## src/hw/rtl/tts_pkg.sv

```systemverilog
package tts_pkg;

    localparam int MAX_COLUMNS = 256;
    localparam int TAB_PITCH   = 8;
    localparam int WIDTH_FLOOR = 10;
    localparam int COL_LIMIT   = 256;
    localparam int RESET_WIDTH = 80;

    localparam int CMD_W = 3;
    localparam int COL_W = 8;
    localparam int WID_W = 9;

    localparam int ROWS  = MAX_COLUMNS / TAB_PITCH;
    localparam int ROW_W = (ROWS > 1) ? $clog2(ROWS) : 1;
    localparam int BIT_W = $clog2(TAB_PITCH);
    localparam int POS_W = ROW_W + BIT_W;
    localparam int EXT_W = (($clog2(MAX_COLUMNS + 1) > WID_W)
                            ? $clog2(MAX_COLUMNS + 1) : WID_W) + 1;
    localparam int WCAP  = (MAX_COLUMNS < COL_LIMIT) ? MAX_COLUMNS : COL_LIMIT;

    localparam logic [CMD_W-1:0] CMD_RESET = 3'd0;
    localparam logic [CMD_W-1:0] CMD_SET   = 3'd1;
    localparam logic [CMD_W-1:0] CMD_CLEAR = 3'd2;
    localparam logic [CMD_W-1:0] CMD_NEXT  = 3'd3;
    localparam logic [CMD_W-1:0] CMD_PREV  = 3'd4;

    typedef logic [EXT_W-1:0]     t_ext;
    typedef logic [ROW_W-1:0]     t_row;
    typedef logic [TAB_PITCH-1:0] t_byte;

    typedef struct packed {
        logic             dir_up;
        logic             first;
        logic [BIT_W-1:0] bound;
        t_byte            bits;
    } t_srch_req;

    typedef struct packed {
        logic             found;
        logic [BIT_W-1:0] idx;
    } t_srch_rsp;

    // saturate the programmed width to the usable range
    function automatic t_ext eff_width(logic [WID_W-1:0] w);
        t_ext x;
        x = t_ext'(w);
        if (x < t_ext'(WIDTH_FLOOR)) begin
            x = t_ext'(WIDTH_FLOOR);
        end
        if (x > t_ext'(WCAP)) begin
            x = t_ext'(WCAP);
        end
        return x;
    endfunction

    // default contents of a row: a stop at its first column if that lies below the width
    function automatic t_byte default_row(t_row row, t_ext w);
        t_byte b;
        b    = '0;
        b[0] = (t_ext'({row, {BIT_W{1'b0}}}) < w);
        return b;
    endfunction

endpackage

```

## src/hw/rtl/tts_if.sv

```systemverilog
interface tts_cmd_if;
    logic                       valid;
    logic                       ready;
    logic [tts_pkg::CMD_W-1:0]  cmd;
    logic [tts_pkg::COL_W-1:0]  column;

    modport source (output valid, output cmd, output column, input ready);
    modport sink   (input valid, input cmd, input column, output ready);
endinterface

interface tts_res_if;
    logic                       valid;
    logic                       ready;
    logic [tts_pkg::COL_W-1:0]  target_column;

    modport source (output valid, output target_column, input ready);
    modport sink   (input valid, input target_column, output ready);
endinterface

interface tts_cfg_if;
    logic                       valid;
    logic                       ready;
    logic [tts_pkg::WID_W-1:0]  col_count;

    modport source (output valid, output col_count, input ready);
    modport sink   (input valid, input col_count, output ready);
endinterface

```

## src/hw/rtl/tts_ram.sv

```systemverilog
module tts_ram #(
    parameter int WIDTH = 8,
    parameter int DEPTH = 32
) (
    input  logic                                      i_clk,
    input  logic                                      i_we,
    input  logic [((DEPTH > 1) ? $clog2(DEPTH) : 1)-1:0] i_waddr,
    input  logic [WIDTH-1:0]                          i_wdata,
    input  logic [((DEPTH > 1) ? $clog2(DEPTH) : 1)-1:0] i_raddr,
    output logic [WIDTH-1:0]                          o_rdata
);

    logic [WIDTH-1:0] r_mem [DEPTH];
    logic [WIDTH-1:0] r_rdata;

    always_ff @(posedge i_clk) begin
        if (i_we) begin
            r_mem[i_waddr] <= i_wdata;
        end
        r_rdata <= r_mem[i_raddr];
    end

    assign o_rdata = r_rdata;

endmodule

```

## src/hw/rtl/tts_row_search.sv

```systemverilog
module tts_row_search (
    input  tts_pkg::t_srch_req i_req,
    output tts_pkg::t_srch_rsp o_rsp
);

    always_comb begin
        tts_pkg::t_byte            masked;
        logic [tts_pkg::BIT_W-1:0] idx;
        masked = '0;
        idx    = '0;
        for (int k = 0; k < tts_pkg::TAB_PITCH; k++) begin
            if (!i_req.first) begin
                masked[k] = i_req.bits[k];
            end else if (i_req.dir_up) begin
                masked[k] = i_req.bits[k] && (tts_pkg::BIT_W'(k) >= i_req.bound);
            end else begin
                masked[k] = i_req.bits[k] && (tts_pkg::BIT_W'(k) <= i_req.bound);
            end
        end
        // upward search keeps the lowest hit, downward the highest
        if (i_req.dir_up) begin
            for (int k = tts_pkg::TAB_PITCH - 1; k >= 0; k--) begin
                if (masked[k]) begin
                    idx = tts_pkg::BIT_W'(k);
                end
            end
        end else begin
            for (int k = 0; k < tts_pkg::TAB_PITCH; k++) begin
                if (masked[k]) begin
                    idx = tts_pkg::BIT_W'(k);
                end
            end
        end
        o_rsp.found = |masked;
        o_rsp.idx   = idx;
    end

endmodule

```

## src/hw/rtl/terminal_tab_stop_table.sv

```systemverilog
// An accepted reset, set, clear or undefined command completes in its first work state.
// A query scans the stop map one 8-column row per cycle through a single row search unit:
// it ends at the first row with a hit or at the end of the map, after at most ROWS rows
// (32 for 256 columns). One item is in work at a time; the next is taken at the edge after
// the result is loaded, and work holds while the output stalls.
// Reset: width returns to 80, stops lie at every multiple of 8 below 80, no clearing pass.
module terminal_tab_stop_table (
    input  logic    i_clk,
    input  logic    i_rst_n,
    tts_cmd_if.sink   i_cmd,
    tts_cfg_if.sink   i_cfg,
    tts_res_if.source o_res
);

    localparam logic [0:0] S_IDLE = 1'b0;
    localparam logic [0:0] S_WORK = 1'b1;

    logic [0:0]                  r_state, n_state;
    logic [tts_pkg::CMD_W-1:0]   r_cmd;
    logic [tts_pkg::COL_W-1:0]   r_col;
    logic                        r_inmap;
    logic                        r_first, n_first;
    logic [tts_pkg::BIT_W-1:0]   r_bound;
    tts_pkg::t_row               r_row, n_row;
    logic [tts_pkg::ROWS-1:0]    r_valid;
    tts_pkg::t_ext               r_def_w;
    logic [tts_pkg::WID_W-1:0]   r_width;
    logic                        r_out_valid;
    logic [tts_pkg::COL_W-1:0]   r_out_col;

    logic                        in_acc;
    logic                        out_free;
    logic                        done;
    logic [tts_pkg::COL_W-1:0]   result;
    logic                        ram_we;
    tts_pkg::t_byte              rd_data;
    tts_pkg::t_byte              cur_bits;
    tts_pkg::t_byte              wr_bits;
    tts_pkg::t_srch_req          srch_req;
    tts_pkg::t_srch_rsp          srch_rsp;

    tts_pkg::t_ext               col_ext;
    tts_pkg::t_ext               nxt_ext;
    tts_pkg::t_ext               prv_lim;
    tts_pkg::t_ext               prv_ext;
    logic                        acc_inmap;
    tts_pkg::t_row               acc_row;
    logic [tts_pkg::BIT_W-1:0]   acc_bound;

    assign in_acc      = i_cmd.valid && i_cmd.ready;
    assign i_cmd.ready = (r_state == S_IDLE);
    assign i_cfg.ready = 1'b1;
    assign out_free    = !r_out_valid || o_res.ready;
    assign o_res.valid = r_out_valid;
    assign o_res.target_column = r_out_col;

    // starting row and bound of the command being accepted
    always_comb begin
        col_ext   = tts_pkg::t_ext'(i_cmd.column);
        nxt_ext   = col_ext + tts_pkg::t_ext'(1);
        prv_lim   = (col_ext > tts_pkg::t_ext'(tts_pkg::MAX_COLUMNS))
                    ? tts_pkg::t_ext'(tts_pkg::MAX_COLUMNS) : col_ext;
        prv_ext   = prv_lim - tts_pkg::t_ext'(1);
        acc_inmap = 1'b0;
        acc_row   = '0;
        acc_bound = '0;
        unique case (i_cmd.cmd)
            tts_pkg::CMD_SET, tts_pkg::CMD_CLEAR: begin
                acc_inmap = col_ext < tts_pkg::t_ext'(tts_pkg::MAX_COLUMNS);
                acc_row   = tts_pkg::ROW_W'(col_ext >> tts_pkg::BIT_W);
                acc_bound = col_ext[tts_pkg::BIT_W-1:0];
            end
            tts_pkg::CMD_NEXT: begin
                acc_inmap = nxt_ext < tts_pkg::t_ext'(tts_pkg::MAX_COLUMNS);
                acc_row   = tts_pkg::ROW_W'(nxt_ext >> tts_pkg::BIT_W);
                acc_bound = nxt_ext[tts_pkg::BIT_W-1:0];
            end
            tts_pkg::CMD_PREV: begin
                acc_inmap = prv_lim != '0;
                acc_row   = tts_pkg::ROW_W'(prv_ext >> tts_pkg::BIT_W);
                acc_bound = prv_ext[tts_pkg::BIT_W-1:0];
            end
            default: begin
                acc_inmap = 1'b0;
            end
        endcase
    end

    // a row never written since the last reset reads as its default
    assign cur_bits = r_valid[r_row] ? rd_data : tts_pkg::default_row(r_row, r_def_w);

    always_comb begin
        wr_bits = cur_bits;
        wr_bits[r_bound] = (r_cmd == tts_pkg::CMD_SET);
    end

    assign srch_req.dir_up = (r_cmd == tts_pkg::CMD_NEXT);
    assign srch_req.first  = r_first;
    assign srch_req.bound  = r_bound;
    assign srch_req.bits   = cur_bits;

    tts_row_search u_search (
        .i_req (srch_req),
        .o_rsp (srch_rsp)
    );

    // sequencer: decide completion, result and the next row to fetch
    always_comb begin
        done    = 1'b0;
        result  = r_col;
        n_row   = r_row;
        n_first = r_first;
        n_state = r_state;
        if (r_state == S_IDLE) begin
            if (in_acc) begin
                n_row   = acc_row;
                n_first = 1'b1;
                n_state = S_WORK;
            end
        end else begin
            case (r_cmd)
                tts_pkg::CMD_NEXT: begin
                    if (!r_inmap) begin
                        done   = 1'b1;
                        result = tts_pkg::COL_W'(tts_pkg::eff_width(r_width)
                                 - tts_pkg::t_ext'(1));
                    end else if (srch_rsp.found) begin
                        done   = 1'b1;
                        result = tts_pkg::COL_W'({r_row, srch_rsp.idx});
                    end else if (r_row == tts_pkg::ROW_W'(tts_pkg::ROWS - 1)) begin
                        done   = 1'b1;
                        result = tts_pkg::COL_W'(tts_pkg::eff_width(r_width)
                                 - tts_pkg::t_ext'(1));
                    end else begin
                        n_row   = r_row + tts_pkg::ROW_W'(1);
                        n_first = 1'b0;
                    end
                end
                tts_pkg::CMD_PREV: begin
                    if (!r_inmap) begin
                        done   = 1'b1;
                        result = '0;
                    end else if (srch_rsp.found) begin
                        done   = 1'b1;
                        result = tts_pkg::COL_W'({r_row, srch_rsp.idx});
                    end else if (r_row == '0) begin
                        done   = 1'b1;
                        result = '0;
                    end else begin
                        n_row   = r_row - tts_pkg::ROW_W'(1);
                        n_first = 1'b0;
                    end
                end
                default: begin
                    done = 1'b1;
                end
            endcase
            if (done && out_free) begin
                n_state = S_IDLE;
            end
        end
    end

    assign ram_we = (r_state == S_WORK) && r_inmap && out_free
                    && ((r_cmd == tts_pkg::CMD_SET) || (r_cmd == tts_pkg::CMD_CLEAR));

    tts_ram #(
        .WIDTH (tts_pkg::TAB_PITCH),
        .DEPTH (tts_pkg::ROWS)
    ) u_map (
        .i_clk   (i_clk),
        .i_we    (ram_we),
        .i_waddr (r_row),
        .i_wdata (wr_bits),
        .i_raddr (n_row),
        .o_rdata (rd_data)
    );

    always_ff @(posedge i_clk) begin
        if (!i_rst_n) begin
            r_state     <= S_IDLE;
            r_first     <= 1'b0;
            r_row       <= '0;
            r_valid     <= '0;
            r_def_w     <= tts_pkg::t_ext'(tts_pkg::RESET_WIDTH);
            r_width     <= tts_pkg::WID_W'(tts_pkg::RESET_WIDTH);
            r_out_valid <= 1'b0;
        end else begin
            r_state <= n_state;
            r_first <= n_first;
            r_row   <= n_row;
            if (i_cfg.valid && i_cfg.ready) begin
                r_width <= i_cfg.col_count;
            end
            if (ram_we) begin
                r_valid[r_row] <= 1'b1;
            end
            // reload defaults: drop every written row and latch the width
            if ((r_state == S_WORK) && (r_cmd == tts_pkg::CMD_RESET) && out_free) begin
                r_valid <= '0;
                r_def_w <= tts_pkg::eff_width(r_width);
            end
            if ((r_state == S_WORK) && done && out_free) begin
                r_out_valid <= 1'b1;
            end else if (o_res.ready) begin
                r_out_valid <= 1'b0;
            end
        end
    end

    always_ff @(posedge i_clk) begin
        if (in_acc) begin
            r_cmd   <= i_cmd.cmd;
            r_col   <= i_cmd.column;
            r_inmap <= acc_inmap;
            r_bound <= acc_bound;
        end
        if ((r_state == S_WORK) && done && out_free) begin
            r_out_col <= result;
        end
    end

    a_accept_work: assert property (@(posedge i_clk) disable iff (!i_rst_n)
        in_acc |=> (r_state == S_WORK))
        else $error("accepted item did not start work");

    a_no_write_idle: assert property (@(posedge i_clk) disable iff (!i_rst_n)
        (r_state == S_IDLE) |-> !ram_we)
        else $error("stop map written while idle");

    a_reset_clears: assert property (@(posedge i_clk) disable iff (!i_rst_n)
        ((r_state == S_WORK) && (r_cmd == tts_pkg::CMD_RESET) && out_free)
        |=> (r_valid == '0))
        else $error("reset command left written rows valid");

    a_scan_query: assert property (@(posedge i_clk) disable iff (!i_rst_n)
        ((r_state == S_WORK) && !r_first)
        |-> ((r_cmd == tts_pkg::CMD_NEXT) || (r_cmd == tts_pkg::CMD_PREV)))
        else $error("row scan advanced for a non-query command");

endmodule
```

## src/flat_wrapper.sv

```systemverilog
// flat-port wrapper written by rule: the top's interface ports become plain ports
module terminal_tab_stop_table_flat 
  (i_clk, i_rst_n, i_cmd_valid, i_cmd_cmd, i_cmd_column, i_cmd_ready, i_cfg_valid, i_cfg_col_count, i_cfg_ready, o_res_valid, o_res_target_column, o_res_ready);
  tts_cmd_if i_cmd_i ();
  tts_cfg_if i_cfg_i ();
  tts_res_if o_res_i ();
  input  logic i_clk;
  input  logic i_rst_n;
  input wire logic [$bits(i_cmd_i.valid)-1:0] i_cmd_valid;
  input wire logic [$bits(i_cmd_i.cmd)-1:0] i_cmd_cmd;
  input wire logic [$bits(i_cmd_i.column)-1:0] i_cmd_column;
  output wire logic [$bits(i_cmd_i.ready)-1:0] i_cmd_ready;
  input wire logic [$bits(i_cfg_i.valid)-1:0] i_cfg_valid;
  input wire logic [$bits(i_cfg_i.col_count)-1:0] i_cfg_col_count;
  output wire logic [$bits(i_cfg_i.ready)-1:0] i_cfg_ready;
  output wire logic [$bits(o_res_i.valid)-1:0] o_res_valid;
  output wire logic [$bits(o_res_i.target_column)-1:0] o_res_target_column;
  input wire logic [$bits(o_res_i.ready)-1:0] o_res_ready;
  assign i_cmd_i.valid = i_cmd_valid;
  assign i_cmd_i.cmd = i_cmd_cmd;
  assign i_cmd_i.column = i_cmd_column;
  assign i_cmd_ready = i_cmd_i.ready;
  assign i_cfg_i.valid = i_cfg_valid;
  assign i_cfg_i.col_count = i_cfg_col_count;
  assign i_cfg_ready = i_cfg_i.ready;
  assign o_res_valid = o_res_i.valid;
  assign o_res_target_column = o_res_i.target_column;
  assign o_res_i.ready = o_res_ready;
  terminal_tab_stop_table u_core (.i_clk(i_clk), .i_rst_n(i_rst_n), .i_cmd(i_cmd_i), .i_cfg(i_cfg_i), .o_res(o_res_i));
endmodule
```

## config.mk

```make
export PLATFORM = sky130hd
export DESIGN_NAME = terminal_tab_stop_table_flat
export DESIGN_NICKNAME = d
export VERILOG_FILES = /design/src/hw/rtl/tts_pkg.sv /design/src/hw/rtl/tts_if.sv /design/src/hw/rtl/tts_ram.sv /design/src/hw/rtl/tts_row_search.sv /design/src/hw/rtl/terminal_tab_stop_table.sv /design/src/flat_wrapper.sv
export SDC_FILE = /design/constraint.sdc
export NUM_CORES = 1
export LEC_CHECK = 0
export BUFFER_PORTS_ARGS = -buffer_cell sky130_fd_sc_hd__buf_2
export CAP_MARGIN = 0
export CORE_MARGIN = 3
export CORE_UTILIZATION = 48
export DETAILED_ROUTE_END_ITERATION = 6
export GPL_TIMING_DRIVEN = 0
export PLACE_DENSITY_LB_ADDON = 0.1
export SYNTH_ARGS = -nofsm -noshare
export SYNTH_HDL_FRONTEND = slang
export SYNTH_HIERARCHICAL = 1
export SYNTH_SLANG_ARGS = --single-unit
```

## constraint.sdc

```tcl
create_clock -name i_clk -period 9.2 [get_ports i_clk]
set_input_delay 0.92 -clock i_clk [delete_from_list [all_inputs] [get_ports i_clk]]
set_output_delay 0.92 -clock i_clk [all_outputs]
set_load 0.05 [all_outputs]
```

# After elaboration in Yosys (flattened, before gate mapping)
# Memories as Yosys holds them, arrays and structs flattened. A register that Yosys moved wholly into a read port is not among the register bits.
# Index checks and enable logic that the tools add are counted.
[op_classes]
add_sub_neg = 6
n_lt_le_gt_ge = 26
eq_ne = 16
muxes = 107
n_bitwise = 3
n_reduce_logical = 39
[ops]
columns = ["op", "count"]
rows = [
  ["$mux W8", 18],
  ["$mux W10", 11],
  ["$mux W3", 15],
  ["$mux W1", 43],
  ["$mux W5", 8],
  ["$or A32 B32 Y32", 1],
  ["$gt A10 B9 Y1 const B", 3],
  ["$logic_and A1 B1 Y1", 27],
  ["$sub A8 B1 Y8 const B", 3],
  ["$ne A3 B3 Y1 const B", 7],
  ["$pmux W8 S2", 1],
  ["$pmux W5 S3", 1],
  ["$eq A3 B2 Y1 const B", 4],
  ["$ge A3 B3 Y1 const A", 4],
  ["$le A3 B3 Y1 const A", 4],
  ["$lt A10 B9 Y1 const B", 1],
  ["$lt A8 B10 Y1", 1],
  ["$pmux W5 S2", 1],
  ["$add A8 B1 Y9 const B", 1],
  ["$lt A9 B4 Y1 const B", 1],
  ["$mux W9", 1],
  ["$pmux W3 S3", 1],
  ["$bwmux W8", 1],
  ["$reduce_and A8 Y1", 1],
  ["27 further kinds", 38],
]
[totals]
ff_bits = 82
ramBits = 256
input_bits = 25
out_inout_bits = 11
elab_cells = 210
mem_count = 1
[memory_table]
columns = ["memory", "words", "word_bits", "rd", "rd_clocked_by_memory_dff", "wr", "line", "source"]
rows = [
  ["u_core.u_map.r_mem", 32, 8, 1, 1, 1, "tts_ram.sv:13", "logic [WIDTH-1:0] r_mem [DEPTH];"],
]

# Logic depth before layout (Yosys ltp)
# Gate-level depths: netlist of run 1.
[logic_depth]
depth_word = 24
mapped_depth = 21
mapped_depth_nobuf = 18

# Cells and area by module
# The synthesis of run 1 kept the hierarchy.
[modules_own_cells]
columns = ["module", "instances", "cells_per_inst", "area_each_um2", "seq_area_each_um2"]
rows = [
  ["tts_ram", 1, 417, 10053.4, 7847.5],
  ["terminal_tab_stop_table", 1, 536, 4728.3, 1851.8],
  ["tts_row_search", 1, 49, 327.8, 0.0],
]

# Worst setup path after synthesis of run 1
# No wires, ideal clock.
[synth_timing]
path_kind = "register to register"
from = "register u_core.r_row[1]"
to = "register u_core.u_map.r_rdata[0] (netlist: u_core/u_map/o_rdata[0]) (read register of u_core.u_map.r_mem)"
setup_ps = 121
arrival_time_ps = 4735
required_ps = 9079
slack_ps = 4345
path_stages_with_launch = 20
n_path_buf = 3
period_less_slack_ps = 4855
path_cell_list = "dfxtp_1 > buf_6 > mux4_2 > a32oi_1 > nand4_2 > and2_2 > o211ai_2 > nor2b_2 > and3_1 > nand2_1 > nor2b_1 > nand3_1 > nand2_1 > nand2_1 > o221ai_1 > buf_6 > buf_4 > mux4_2 > mux4_2 > mux2_2"
[synth_lines]
columns = ["item", "line", "source"]
rows = [
  ["start: declaration", "terminal_tab_stop_table.sv:24", "tts_pkg::t_row r_row, n_row;"],
  ["start signal: assignment", "terminal_tab_stop_table.sv:191", "r_row <= n_row;"],
  ["end: declaration", "tts_ram.sv:14", "logic [WIDTH-1:0] r_rdata;"],
]

==> run summary, run 1 <==
Status - finished, final reports clean
Core area - 30800 um2
Synth Cell Area - 15100 um2
Final hold slack - 0.465 ns
WL final - 35600 um
Setup CP Type - flip-flop to flip-flop
Pre-antenna DRT Iters - 5
Num rows - 64
Slew Limit Fails - 0
Synth Area per Inst - 15.1 um2
Capture point of the worst reg-to-reg path - u_core/u_map/o_rdata[1]$_DFF_P_
R2r worst-path depth - 19
Largest family of logic cells by synthesized area - multiplexers
HP Class - flip-flop to flip-flop
Final period util - 73.6%
Avg WL per Cell - 23.8 um
Post-synth EDFFs - 279
Post-synth ARST share - 0%
Final setup vio count - 0
Post-synthesis compound-gate area fraction - 7.32%
Reg2Reg Setup Slack - 2.43 ns
N_diodes - 0
Worst Setup SP - u_core/r_row[4]$_SDFF_PN0_
Vias/cell - 6.07
RR Startpoint - u_core/r_row[4]$_SDFF_PN0_
Largest net degree at the start of global routing - 33
Sequential cell area - 9700 um2
Startpoint Class - flip-flop
Grt total ovfl - 0
Worst Max-Slew Pin Slew - 0.958 ns
Simple-Gate Fraction of Synth Area - 9.51%
Clock buffers created by TritonCTS - 38
Area growth syn-to-layout - 12.4%
Most frequent cells in the layout - edfxtp_1, nor2_1, mux4_2, dfxtp_1, a21oi_1
Root buf cell - clkbuf_16
Clock sink total - 345
Most common cell after layout, fill and taps aside - edfxtp_1
Initial cell density of the core - 49.0%
Die H - 183 um
DRC viols - 0
Post-synthesis sequential area ratio - 64.2%
I/O Buffers - 33
Period minus WS final - 6.77 ns
Multi-input logic area - 5040 um2
Leakage - 5.69 nW
Main flop type after synthesis - edfxtp_1
Nets - 1113
Critical Path AT - 7.18 ns
Max Clock Freq - 148 MHz
Post-DRT Antenna Nets - 0
GP Congestion - 0.910
DR vias - 9109
Synth Area in XOR/XNOR - 0.348%
Worst-Skew Late Latency - 0.52 ns
Share of cells above drive strength 1 - 22.1%
Initial antenna violation count - 0
Setup TNS - 0 ns
Synth Net Count - 1039
Peak VDD IR - 138 uV
RSZ-0062 raised after global routing - no
CP Max Fanout - 17
Drt initial violations - 889
Synthesized-area fraction occupied by adder cells - 0.994%
Clock Skew - 0.0170 ns
Cts-stage hold buffer count - 0
First-pass GRT wire length - 55000 um
Cell variety after synth - 83
Synthesis-stage register bit count - 345
Syn Inst Count - 1002
IO Count - 36
WP data required - 9.61 ns
Post CTS Setup Buffer Count - 0
Clk buf depth - 3
Normalized max-slew margin - 35.6%
CTS clk-pin slew, worst paths - 0.06 ns
Max cap viols - 0
Dpl hpwl - 24100 um
Endpoint class of the critical path - flip-flop
PwrDens - 203 nW/um2
Die area - 33600 um2
Final hold vios - 0
Fill count - 2507
GRT Total Usage - 21.6%
Mux contribution to synthesized area - 15.1%
CP endpoint - u_core/u_map/o_rdata[1]$_DFF_P_
Vias in the first global route - 8919
CTS tree - yes
Die Wd - 183 um
Total of warnings raised by yosys - 6
H-Tree Depth - 2
Post_cts resized - 0
==> flip-flops by register name (all words and copies together) (netlist names), 3 cells and up <==
register / cells
u_core/r_bound: 3
u_core/r_col: 8
u_core/u_map/o_rdata: 8
u_core/u_map/r_mem: 256
u_core/r_width: 9
u_core/o_res.target_column: 8
u_core/r_def_w: 9
u_core/r_valid: 32
u_core/r_cmd: 3
u_core/r_row: 5
==> metrics by stage <==
stage,setup slack [ns],instance area (um2),power [mW],utilization (%),std cells
after global routing,2.07,17000,3.58,55.1,1500
after floorplan,4.34,15100,1.93,-,1002
after CTS,2.47,17000,3.49,55.1,1500
final,2.43,17000,3.45,55.1,1500
after global placement,2.48,15800,2.02,51.2,1431
after detailed placement,2.50,15800,2.02,51.2,1432
==> layer usage <==
layer,wire length (um),vias up,track usage [%]
met2,16100,318,32.8
li1,-,4108,-
met3,2140,49,3.03
met5,0,-,0
met1,16600,4634,33.0
met4,828,0,5.76
==> cell type report <==
| class | instances | area share, % |
|---|---|---|
| Buffer | 57 | 1.83 |
| Clock buffer | 44 | 5.85 |
| Clock inverter | 24 | 1.23 |
| Inverter | 19 | 0.420 |
| Multi-Input combinational cell | 581 | 29.6 |
| Sequential cell | 345 | 57.1 |
| Tap cell | 396 | 2.92 |
| Timing Repair Buffer | 34 | 1.02 |
==> worst min path at each step <==
stage	depth (start not counted)	start	endpoint	slack, ns
after global placement	2	u_core/r_valid[29]$_SDFFE_PP0P_	u_core/r_valid[29]$_SDFFE_PP0P_	0.44
after floorplan	2	u_core/r_valid[8]$_SDFFE_PP0P_	u_core/r_valid[8]$_SDFFE_PP0P_	0.43
after detailed placement	2	u_core/r_valid[10]$_SDFFE_PP0P_	u_core/r_valid[10]$_SDFFE_PP0P_	0.45
after CTS	2	u_core/r_valid[10]$_SDFFE_PP0P_	u_core/r_valid[10]$_SDFFE_PP0P_	0.47
after global routing	2	u_core/r_valid[26]$_SDFFE_PP0P_	u_core/r_valid[26]$_SDFFE_PP0P_	0.49
final	2	u_core/r_valid[5]$_SDFFE_PP0P_	u_core/r_valid[5]$_SDFFE_PP0P_	0.46
==> synthesized netlist by cell type (3+ instances only) <==
cell / instances / area share [%]
edfxtp_1: 279 / 55
nor2_1: 87 / 2.2
mux4_2: 82 / 12
dfxtp_1: 66 / 8.7
a21oi_1: 58 / 1.9
nand2_1: 47 / 1.2
clkbuf_1: 25 / 0.62
nor2b_1: 21 / 0.87
o21ai_0: 21 / 0.70
mux2_2: 20 / 1.5
inv_1: 19 / 0.47
mux2i_1: 18 / 1.2
nor3_1: 18 / 0.60
ha_1: 12 / 0.99
o22ai_1: 12 / 0.50
and3_1: 11 / 0.46
and2_1: 10 / 0.41
nand3_1: 10 / 0.33
nor4_1: 9 / 0.37
a221o_1: 8 / 0.53
buf_1: 8 / 0.20
buf_4: 8 / 0.40
nor3b_1: 8 / 0.40
and2_2: 7 / 0.35
buf_2: 7 / 0.23
nand3b_1: 7 / 0.35
nand4_1: 7 / 0.29
o221ai_1: 7 / 0.41
a31oi_1: 6 / 0.25
nand2b_1: 6 / 0.25
o211ai_1: 5 / 0.25
or3b_2: 5 / 0.29
xor2_1: 5 / 0.29
a221oi_1: 4 / 0.23
buf_6: 4 / 0.30
or2_2: 4 / 0.17
or3_1: 4 / 0.17
a21boi_0: 3 / 0.15
a32oi_1: 3 / 0.17
o21ai_1: 3 / 0.099
==> power breakdown <==
| part | switching, mW | internal (mW) | leakage [nW] |
|---|---|---|---|
| logic | 0.161 | 0.109 | 1.92 |
| registers | 0.0177 | 1.70 | 3.18 |
| clock network | 0.602 | 0.863 | 0.593 |
| total | 0.781 | 2.67 | 5.69 |
==> critical path, stage by stage, from the launching register on <==
cell and delay, ns:
dfxtp_1 0.86, buf_2 0.41, mux4_2 0.35, a32oi_1 0.22
nand4_2 0.28, and2_2 0.31, o211ai_2 0.09, nor2b_2 0.21
and3_1 0.18, nand2_1 0.20, inv_1 0.32, nand2_1 0.15
nor3_1 0.20, a21oi_1 0.08, o211ai_1 0.23, clkbuf_1 0.59
buf_1 0.67, mux4_2 0.47, mux4_2 0.54, mux2_2 0.28
==> kinds of logic (layout without fill, tap and decap cells) <==
kind of cell	Yosys count	count (layout)
adder cells (fa/ha/maj)	12	12
other	1	1
multiplexers	122	122
flip-flops	345	345
AO/OA/AOI/OAI	164	164
buffers and inverters	76	178
AND/OR/NAND/NOR	276	276
XOR/XNOR	6	6
(Power assumes the default switching activity.)
==> inputs of run 2 (changes only) <==
==> constraint.sdc (replaced) <==
create_clock -name i_clk -period 6.3 [get_ports i_clk]
set_input_delay 0.63 -clock i_clk [delete_from_list [all_inputs] [get_ports i_clk]]
set_output_delay 0.63 -clock i_clk [all_outputs]
set_load 0.05 [all_outputs]
==> run summary, run 2 (synthesized netlist as in run 1, its figures left out) <==
Status - finished, final reports clean
R2r worst-path depth - 20 (+1)
Dpl hpwl - 24100 um (unchanged)
Setup CP Type - flip-flop to flip-flop
Worst Setup SP - u_core/r_row[2]$_SDFF_PN0_
Pre-antenna DRT Iters - 7 (+2)
Worst Max-Slew Pin Slew - 0.948 ns (-0.0101 ns)
DR vias - 9103 (-0.066%)
Initial cell density of the core - 49.0% (unchanged)
Number of flip-flops in the largest register - 256 (unchanged)
CTS tree - yes
WP data required - 6.71 ns (-2.90 ns)
Nets - 1113 (unchanged)
PwrDens - 297 nW/um2 (+46%)
Hold Path End - u_core/r_col[2]$_DFFE_PP_
Drt initial violations - 896 (+0.79%)
Multi-input logic area - 5050 um2 (+0.27%)
Max Clock Freq - 169 MHz (+14%)
Normalized max-slew margin - 36.3% (+0.68 points)
Critical Path AT - 6.33 ns (-0.85 ns)
Sequential cell area - 9710 um2 (about the same)
Share of cells above drive strength 1 - 23.5% (+1.4 points)
Initial antenna violation count - 0 (unchanged)
Worst hold start - i_cmd_column[2]
Num rows - 64 (unchanged)
Fill count - 2505 (-0.080%)
Worst-Skew Late Latency - 0.52 ns (about the same)
Setup TNS - 0 ns (unchanged)
Clock sink total - 345 (unchanged)
N_diodes - 0 (unchanged)
CP Max Fanout - 10 (-7)
Final hold vios - 0 (unchanged)
IO Count - 36 (unchanged)
Final instance area - 17000 um2 (+0.18%)
RSZ-0062 raised after global routing - no
Capture point of the worst reg-to-reg path - u_core/u_map/o_rdata[7]$_DFF_P_
Die H - 183 um (unchanged)
Root buf cell - clkbuf_16
Endpoint class of the critical path - flip-flop
RR Startpoint - u_core/r_row[2]$_SDFF_PN0_
Pre-CTS setup slack - -0.397 ns (-2.90 ns)
I/O Buffers - 33 (unchanged)
Clk buf depth - 3 (unchanged)
Largest regs - u_core/u_map/r_mem (256), u_core/r_valid (32)
GP Congestion - 0.910 (unchanged)
GRT Total Usage - 21.6% (unchanged)
DRC viols - 0 (unchanged)
Clock buffers created by TritonCTS - 38 (unchanged)
Slew Limit Fails - 0 (unchanged)
Post-DRT Antenna Nets - 0 (unchanged)
H-Tree Depth - 2 (unchanged)
Slowest CP cell - mux4_2
Area growth syn-to-layout - 12.7%
Clock Skew - 0.0163 ns (-0.000710 ns)
Die Wd - 183 um (unchanged)
Most flop-heavy register - u_core/u_map/r_mem
Crit path cell chain - clkbuf_2 -> clkbuf_8 -> nor4_1 -> o41ai_1 -> nand4_2 -> and2_2 -> o211ai_2 -> nor2b_2 -> and3_1 -> nand2_1 -> inv_2 -> o311ai_2 -> nand2_1 -> nand2_1 -> o221ai_2 -> buf_6 -> buf_4 -> mux4_2 -> mux4_2 -> mux2_2
First-pass GRT wire length - 55000 um (unchanged)
Die area - 33600 um2 (unchanged)
HP Class - primary input to flip-flop
Max cap viols - 0 (unchanged)
Cells on Worst Hold Path - 1 (-1)
Final setup vio count - 0 (unchanged)
Most common cell after layout, fill and taps aside - edfxtp_1
Vias/cell - 6.07 (about the same)
Avg WL per Cell - 23.7 um (about the same)
Peak VDD IR - 201 uV (+46%)
Leakage - 5.72 nW (+0.58%)
Reg2Reg Setup Slack - 0.38 ns (-2.05 ns)
CTS clk-pin slew, worst paths - 0.06 ns (about the same)
Most frequent cells in the layout - edfxtp_1, nor2_1, mux4_2, dfxtp_1, a21oi_1
Final period util - 93.9% (+20 points)
Post-place instance area - 15800 um2 (unchanged)
Core area - 30800 um2 (unchanged)
Post CTS Setup Buffer Count - 0 (unchanged)
Period minus WS final - 5.92 ns (-0.853 ns)
Startpoint Class - flip-flop
WL final - 35600 um (about the same)
Critical path's most frequent cell - nand2_1
Largest net degree at the start of global routing - 33 (unchanged)
Max stage delay on crit path - 0.59 ns (-0.27 ns)
Vias in the first global route - 8919 (unchanged)
Worst setup margin - 0.384 ns (-2.05 ns)
Grt total ovfl - 0 (unchanged)
-- run 2: cell types whose count changed in the layout (fill, tap and decap cells not counted) --
cell / change
inv_2: +1
dfxtp_4: +1
buf_2: +1
dfxtp_1: -4
o221ai_1: -1
o221ai_2: +1
inv_1: -1
dfxtp_2: +3
buf_1: -3
clkbuf_2: +7
nor2b_4: +1
nor2b_1: -1
clkbuf_1: -5
-- run 2: worst max-delay path, delay by kind of cell (launching register included) --
family | cells | cell delay, ns
DFF | 1 | 0.52
and+or+nand+nor | 8 | 1.55
muxes | 3 | 1.42
AOI/OAI and AO/OA | 4 | 1.01
buffers and inverters | 5 | 1.26
-- run 2: through the flow --
stage	utilization [%]	power, mW	hold slack [ns]	cells
CTS	55.1	5.10	0.280	1500
global route	55.2	5.23	0.280	1500
detailed placement	51.2	2.95	0.451	1432
global placement	51.2	2.95	0.444	1431
floorplan	-	2.82	0.430	1002
finish	55.2	5.05	0.298	1500
-- run 2: what timing repair did --
item / 4_1_cts / 5_1_grt
hold endpoints to repair: 0 / 0
setup endpoints to repair: 8 / 8
resized for setup: 7 / 13
pin swaps: 0 / 1
hold buffers: 0 / 0
-- run 2: power breakdown --
| group | leakage, nW | switching [mW] | internal [mW] |
|---|---|---|---|
| Combinational | 1.95 | 0.235 | 0.160 |
| Sequential | 3.18 | 0.0259 | 2.49 |
| Clock | 0.593 | 0.883 | 1.26 |
| Total | 5.72 | 1.14 | 3.91 |
-- run 2: worst max path at each step --
stage	to	slack, ns	cells after the start
6_report	u_core/u_map/o_rdata[7]$_DFF_P_	0.38	20
5_1_grt	u_core/u_map/o_rdata[1]$_DFF_P_	0.06	20
4_1_cts	u_core/u_map/o_rdata[7]$_DFF_P_	0.13	21
3_5_place_dp	u_core/u_map/o_rdata[7]$_DFF_P_	-0.40	21
3_3_place_gp	u_core/u_map/o_rdata[7]$_DFF_P_	-0.42	19
2_1_floorplan	u_core/u_map/o_rdata[0]$_DFF_P_	1.44	19
-- run 2: final cells by class --
cell class	count	share of cell area, %
clock buffers	44	5.84
repair buffers	34	1.01
flip-flops and latches	345	57.0
multi-input cells	581	29.7
clock inverters	24	1.23
well taps	396	2.91
inverters	19	0.419
plain buffers	57	1.89
-- run 2: per-layer routing --
layer	vias up	routed length (um)	GRT usage (%)
li1	4118	-	-
met2	345	16200	32.8
met4	0	831	5.76
met5	-	0	0
met1	4591	16500	33.0
met3	49	2130	3.03
==> inputs of run 3 (changes only) <==
--- a/config.mk
+++ b/config.mk
@@ -8,10 +8,11 @@
 export BUFFER_PORTS_ARGS = -buffer_cell sky130_fd_sc_hd__buf_2
 export CAP_MARGIN = 0
 export CORE_MARGIN = 3
-export CORE_UTILIZATION = 48
+export CORE_UTILIZATION = 25
 export DETAILED_ROUTE_END_ITERATION = 6
 export GPL_TIMING_DRIVEN = 0
 export PLACE_DENSITY_LB_ADDON = 0.1
+export SKIP_LAST_GASP = 1
 export SYNTH_ARGS = -nofsm -noshare
 export SYNTH_HDL_FRONTEND = slang
 export SYNTH_HIERARCHICAL = 1
==> constraint.sdc (replaced) <==
create_clock -name i_clk -period 6.3 [get_ports i_clk]
set_input_delay 0.945 -clock i_clk [delete_from_list [all_inputs] [get_ports i_clk]]
set_output_delay 0.945 -clock i_clk [all_outputs]
set_load 0.05 [all_outputs]
==> run summary, run 3 (synthesized netlist as in run 1, its figures left out) <==
Most frequent cells in the layout - edfxtp_1, nor2_1, mux4_2, dfxtp_1, a21oi_1
Slew Limit Fails - 0 (unchanged)
H-Tree Depth - 2 (unchanged)
Reg2Reg Setup Slack - 0.42 ns (+0.04 ns)
WP data required - 6.75 ns (+0.04 ns)
Clock sink total - 345 (unchanged)
RSZ-0062 raised after global routing - no
Pre-CTS setup slack - -0.901 ns (-0.503 ns)
Status - finished, final reports clean
Vias in the first global route - 9344 (+4.8%)
Nets - 1118 (+0.45%)
Core area - 59400 um2 (+93%)
N_diodes - 0 (unchanged)
CTS tree - yes
Endpoint class of the critical path - flip-flop
Cts-stage hold buffer count - 0 (unchanged)
Startpoint Class - flip-flop
Root buf cell - clkbuf_16
Normalized max-slew margin - 31.5% (-4.9 points)
Max Clock Freq - 170 MHz (+0.69%)
Die Wd - 252 um (+37%)
Final hold slack - 0.460 ns (+0.162 ns)
Max cap viols - 0 (unchanged)
Final core utilization - 29.7% (-26 points)
Most flop-heavy register - u_core/u_map/r_mem
CTS clk-pin slew, worst paths - 0.06 ns (about the same)
Worst Max-Slew Pin Slew - 1.02 ns (+0.0763 ns)
IO Count - 36 (unchanged)
Clock Skew - 0.0418 ns (+0.0256 ns)
Sequential share of power - 47.9% (-1.8 points)
Clock buffers created by TritonCTS - 42 (+11%)
Post-DRT Antenna Nets - 0 (unchanged)
Drt initial violations - 605 (-32%)
Worst setup margin - 0.425 ns (+0.0405 ns)
Final setup vio count - 0 (unchanged)
Num rows - 89 (+39%)
Die area - 63400 um2 (+89%)
Most common cell after layout, fill and taps aside - edfxtp_1
Critical Path AT - 6.32 ns (about the same)
Initial antenna violation count - 0 (unchanged)
Pre-antenna DRT Iters - 5 (-2)
HP Class - flip-flop to flip-flop
Area growth syn-to-layout - 16.7%
R2r worst-path depth - 21 (+5.0%)
Fill count - 5974 (+140%)
Internal Pwr Total - 4.01 mW (+2.8%)
First-pass GRT wire length - 64200 um (+17%)
I/O Buffers - 33 (unchanged)
CP Max Fanout - 10 (unchanged)
Leakage - 5.79 nW (+1.1%)
Worst-Skew Late Latency - 0.58 ns (+0.06 ns)
Initial cell density of the core - 25.5% (-24 points)
Clk buf depth - 3 (unchanged)
WL final - 43000 um (+21%)
GP Congestion - 0.784 (-14%)
Post-place instance area - 16300 um2 (+3.0%)
DR vias - 8984 (-1.3%)
GRT Total Usage - 13.6% (-7.9 points)
DRC viols - 0 (unchanged)
Net switching power - 1.24 mW (+8.4%)
Largest net degree at the start of global routing - 33 (unchanged)
Setup TNS - 0 ns (unchanged)
Vias/cell - 4.76 (-22%)
Power share of the clock group - 44.4% (+2.0 points)
PwrDens - 298 nW/um2 (+0.44%)
Die H - 252 um (+37%)
Peak VDD IR - 164 uV (-18%)
Dpl hpwl - 28300 um (+17%)
Period minus WS final - 5.88 ns (-0.0405 ns)
Final instance area - 17600 um2 (+3.6%)
Avg WL per Cell - 22.8 um (-3.8%)
Combinational power share - 7.7% (about the same)
Final period util - 93.3% (-0.64 points)
Final hold vios - 0 (unchanged)
Grt total ovfl - 0 (unchanged)
Cells on Worst Hold Path - 2 (+1)
Largest regs - u_core/u_map/r_mem (256), u_core/r_valid (32)
Number of flip-flops in the largest register - 256 (unchanged)
Switching Share - 23.6% (+0.96 points)
Share of cells above drive strength 1 - 23.5% (+0.080 points)
Setup CP Type - flip-flop to flip-flop
## run 3: changes by cell type in the layout (fill, tap and decap cells not counted), sizes merged
cell	delta
clkdlybuf4s15	+1
buf	+3
clkbuf	+9
bufinv	-1
inv	-1
clkinv	-2
## run 3: path summary, 6_finish.rpt
kind | startpoint | endpoint
worst max-delay path | u_core/r_row[2]$_SDFF_PN0_ | u_core/u_map/o_rdata[7]$_DFF_P_
worst min-delay path | u_core/r_valid[15]$_SDFFE_PP0P_ | u_core/r_valid[15]$_SDFFE_PP0P_
worst max register to register | u_core/r_row[2]$_SDFF_PN0_ | u_core/u_map/o_rdata[7]$_DFF_P_
worst min register to register | u_core/r_valid[15]$_SDFFE_PP0P_ | u_core/r_valid[15]$_SDFFE_PP0P_
## run 3: layer usage
metal  GRT usage [%]  vias to the layer above  wire length (um)
li1                -                     4123                 -
met1            19.2                     4613             20400
met2            22.2                      193             20400
met3            2.01                       55              1570
met4            3.38                        0               726
met5               0                        -                 0
## run 3: cell type report
| class | instances | area (um2) | share of cell area [%] |
|---|---|---|---|
| plain buffers | 57 | 327 | 1.85 |
| well taps | 773 | 967 | 5.48 |
| clock buffers | 56 | 1140 | 6.49 |
| multi-input cells | 581 | 5040 | 28.6 |
| inverters | 19 | 71.3 | 0.404 |
| flip-flops and latches | 345 | 9710 | 55.1 |
| clock inverters | 20 | 186 | 1.06 |
| repair buffers | 35 | 180 | 1.02 |
## run 3: power groups by stage
| stage | clock, mW | sequential (mW) | combinational [mW] |
|---|---|---|---|
| 5_1_grt | 2.52 | 2.52 | 0.442 |
| 3_3_place_gp | 0 | 2.56 | 0.415 |
| 6_report | 2.33 | 2.51 | 0.406 |
| 4_1_cts | 2.43 | 2.51 | 0.415 |
| 3_5_place_dp | 0 | 2.56 | 0.413 |
| 2_1_floorplan | 0 | 2.56 | 0.261 |
## run 3: critical path, stage by stage, from the launching register on
cell      delay [ns]
dfxtp_4         0.49
clkbuf_2        0.26
clkbuf_8        0.21
nor4_1          0.06
o41ai_1         0.45
nand4_2         0.14
buf_4           0.19
and2_2          0.22
o211ai_2        0.10
nor2b_2         0.23
and3_1          0.19
nand2_1         0.23
nor2b_4         0.24
nand3_1         0.18
nand2_1         0.16
nand2_1         0.09
o221ai_1        0.30
buf_6           0.25
buf_4           0.30
mux4_2          0.59
mux4_2          0.52
mux2_2          0.32
## run 3: stage by stage
step | cells | power (mW)
final | 1886 | 5.25
after detailed placement | 1809 | 2.97
after global routing | 1886 | 5.48
after global placement | 1808 | 2.98
after CTS | 1885 | 5.36
after floorplan | 1002 | 2.82
## run 3: repair_timing
item                                    4_1_cts  5_1_grt
endpoints found under the hold margin         0        0
gates cloned                                  0        0
pin swaps                                     0        1
endpoints found under the setup margin        8        8
setup buffers                                 0        1
resized for setup                            13        7
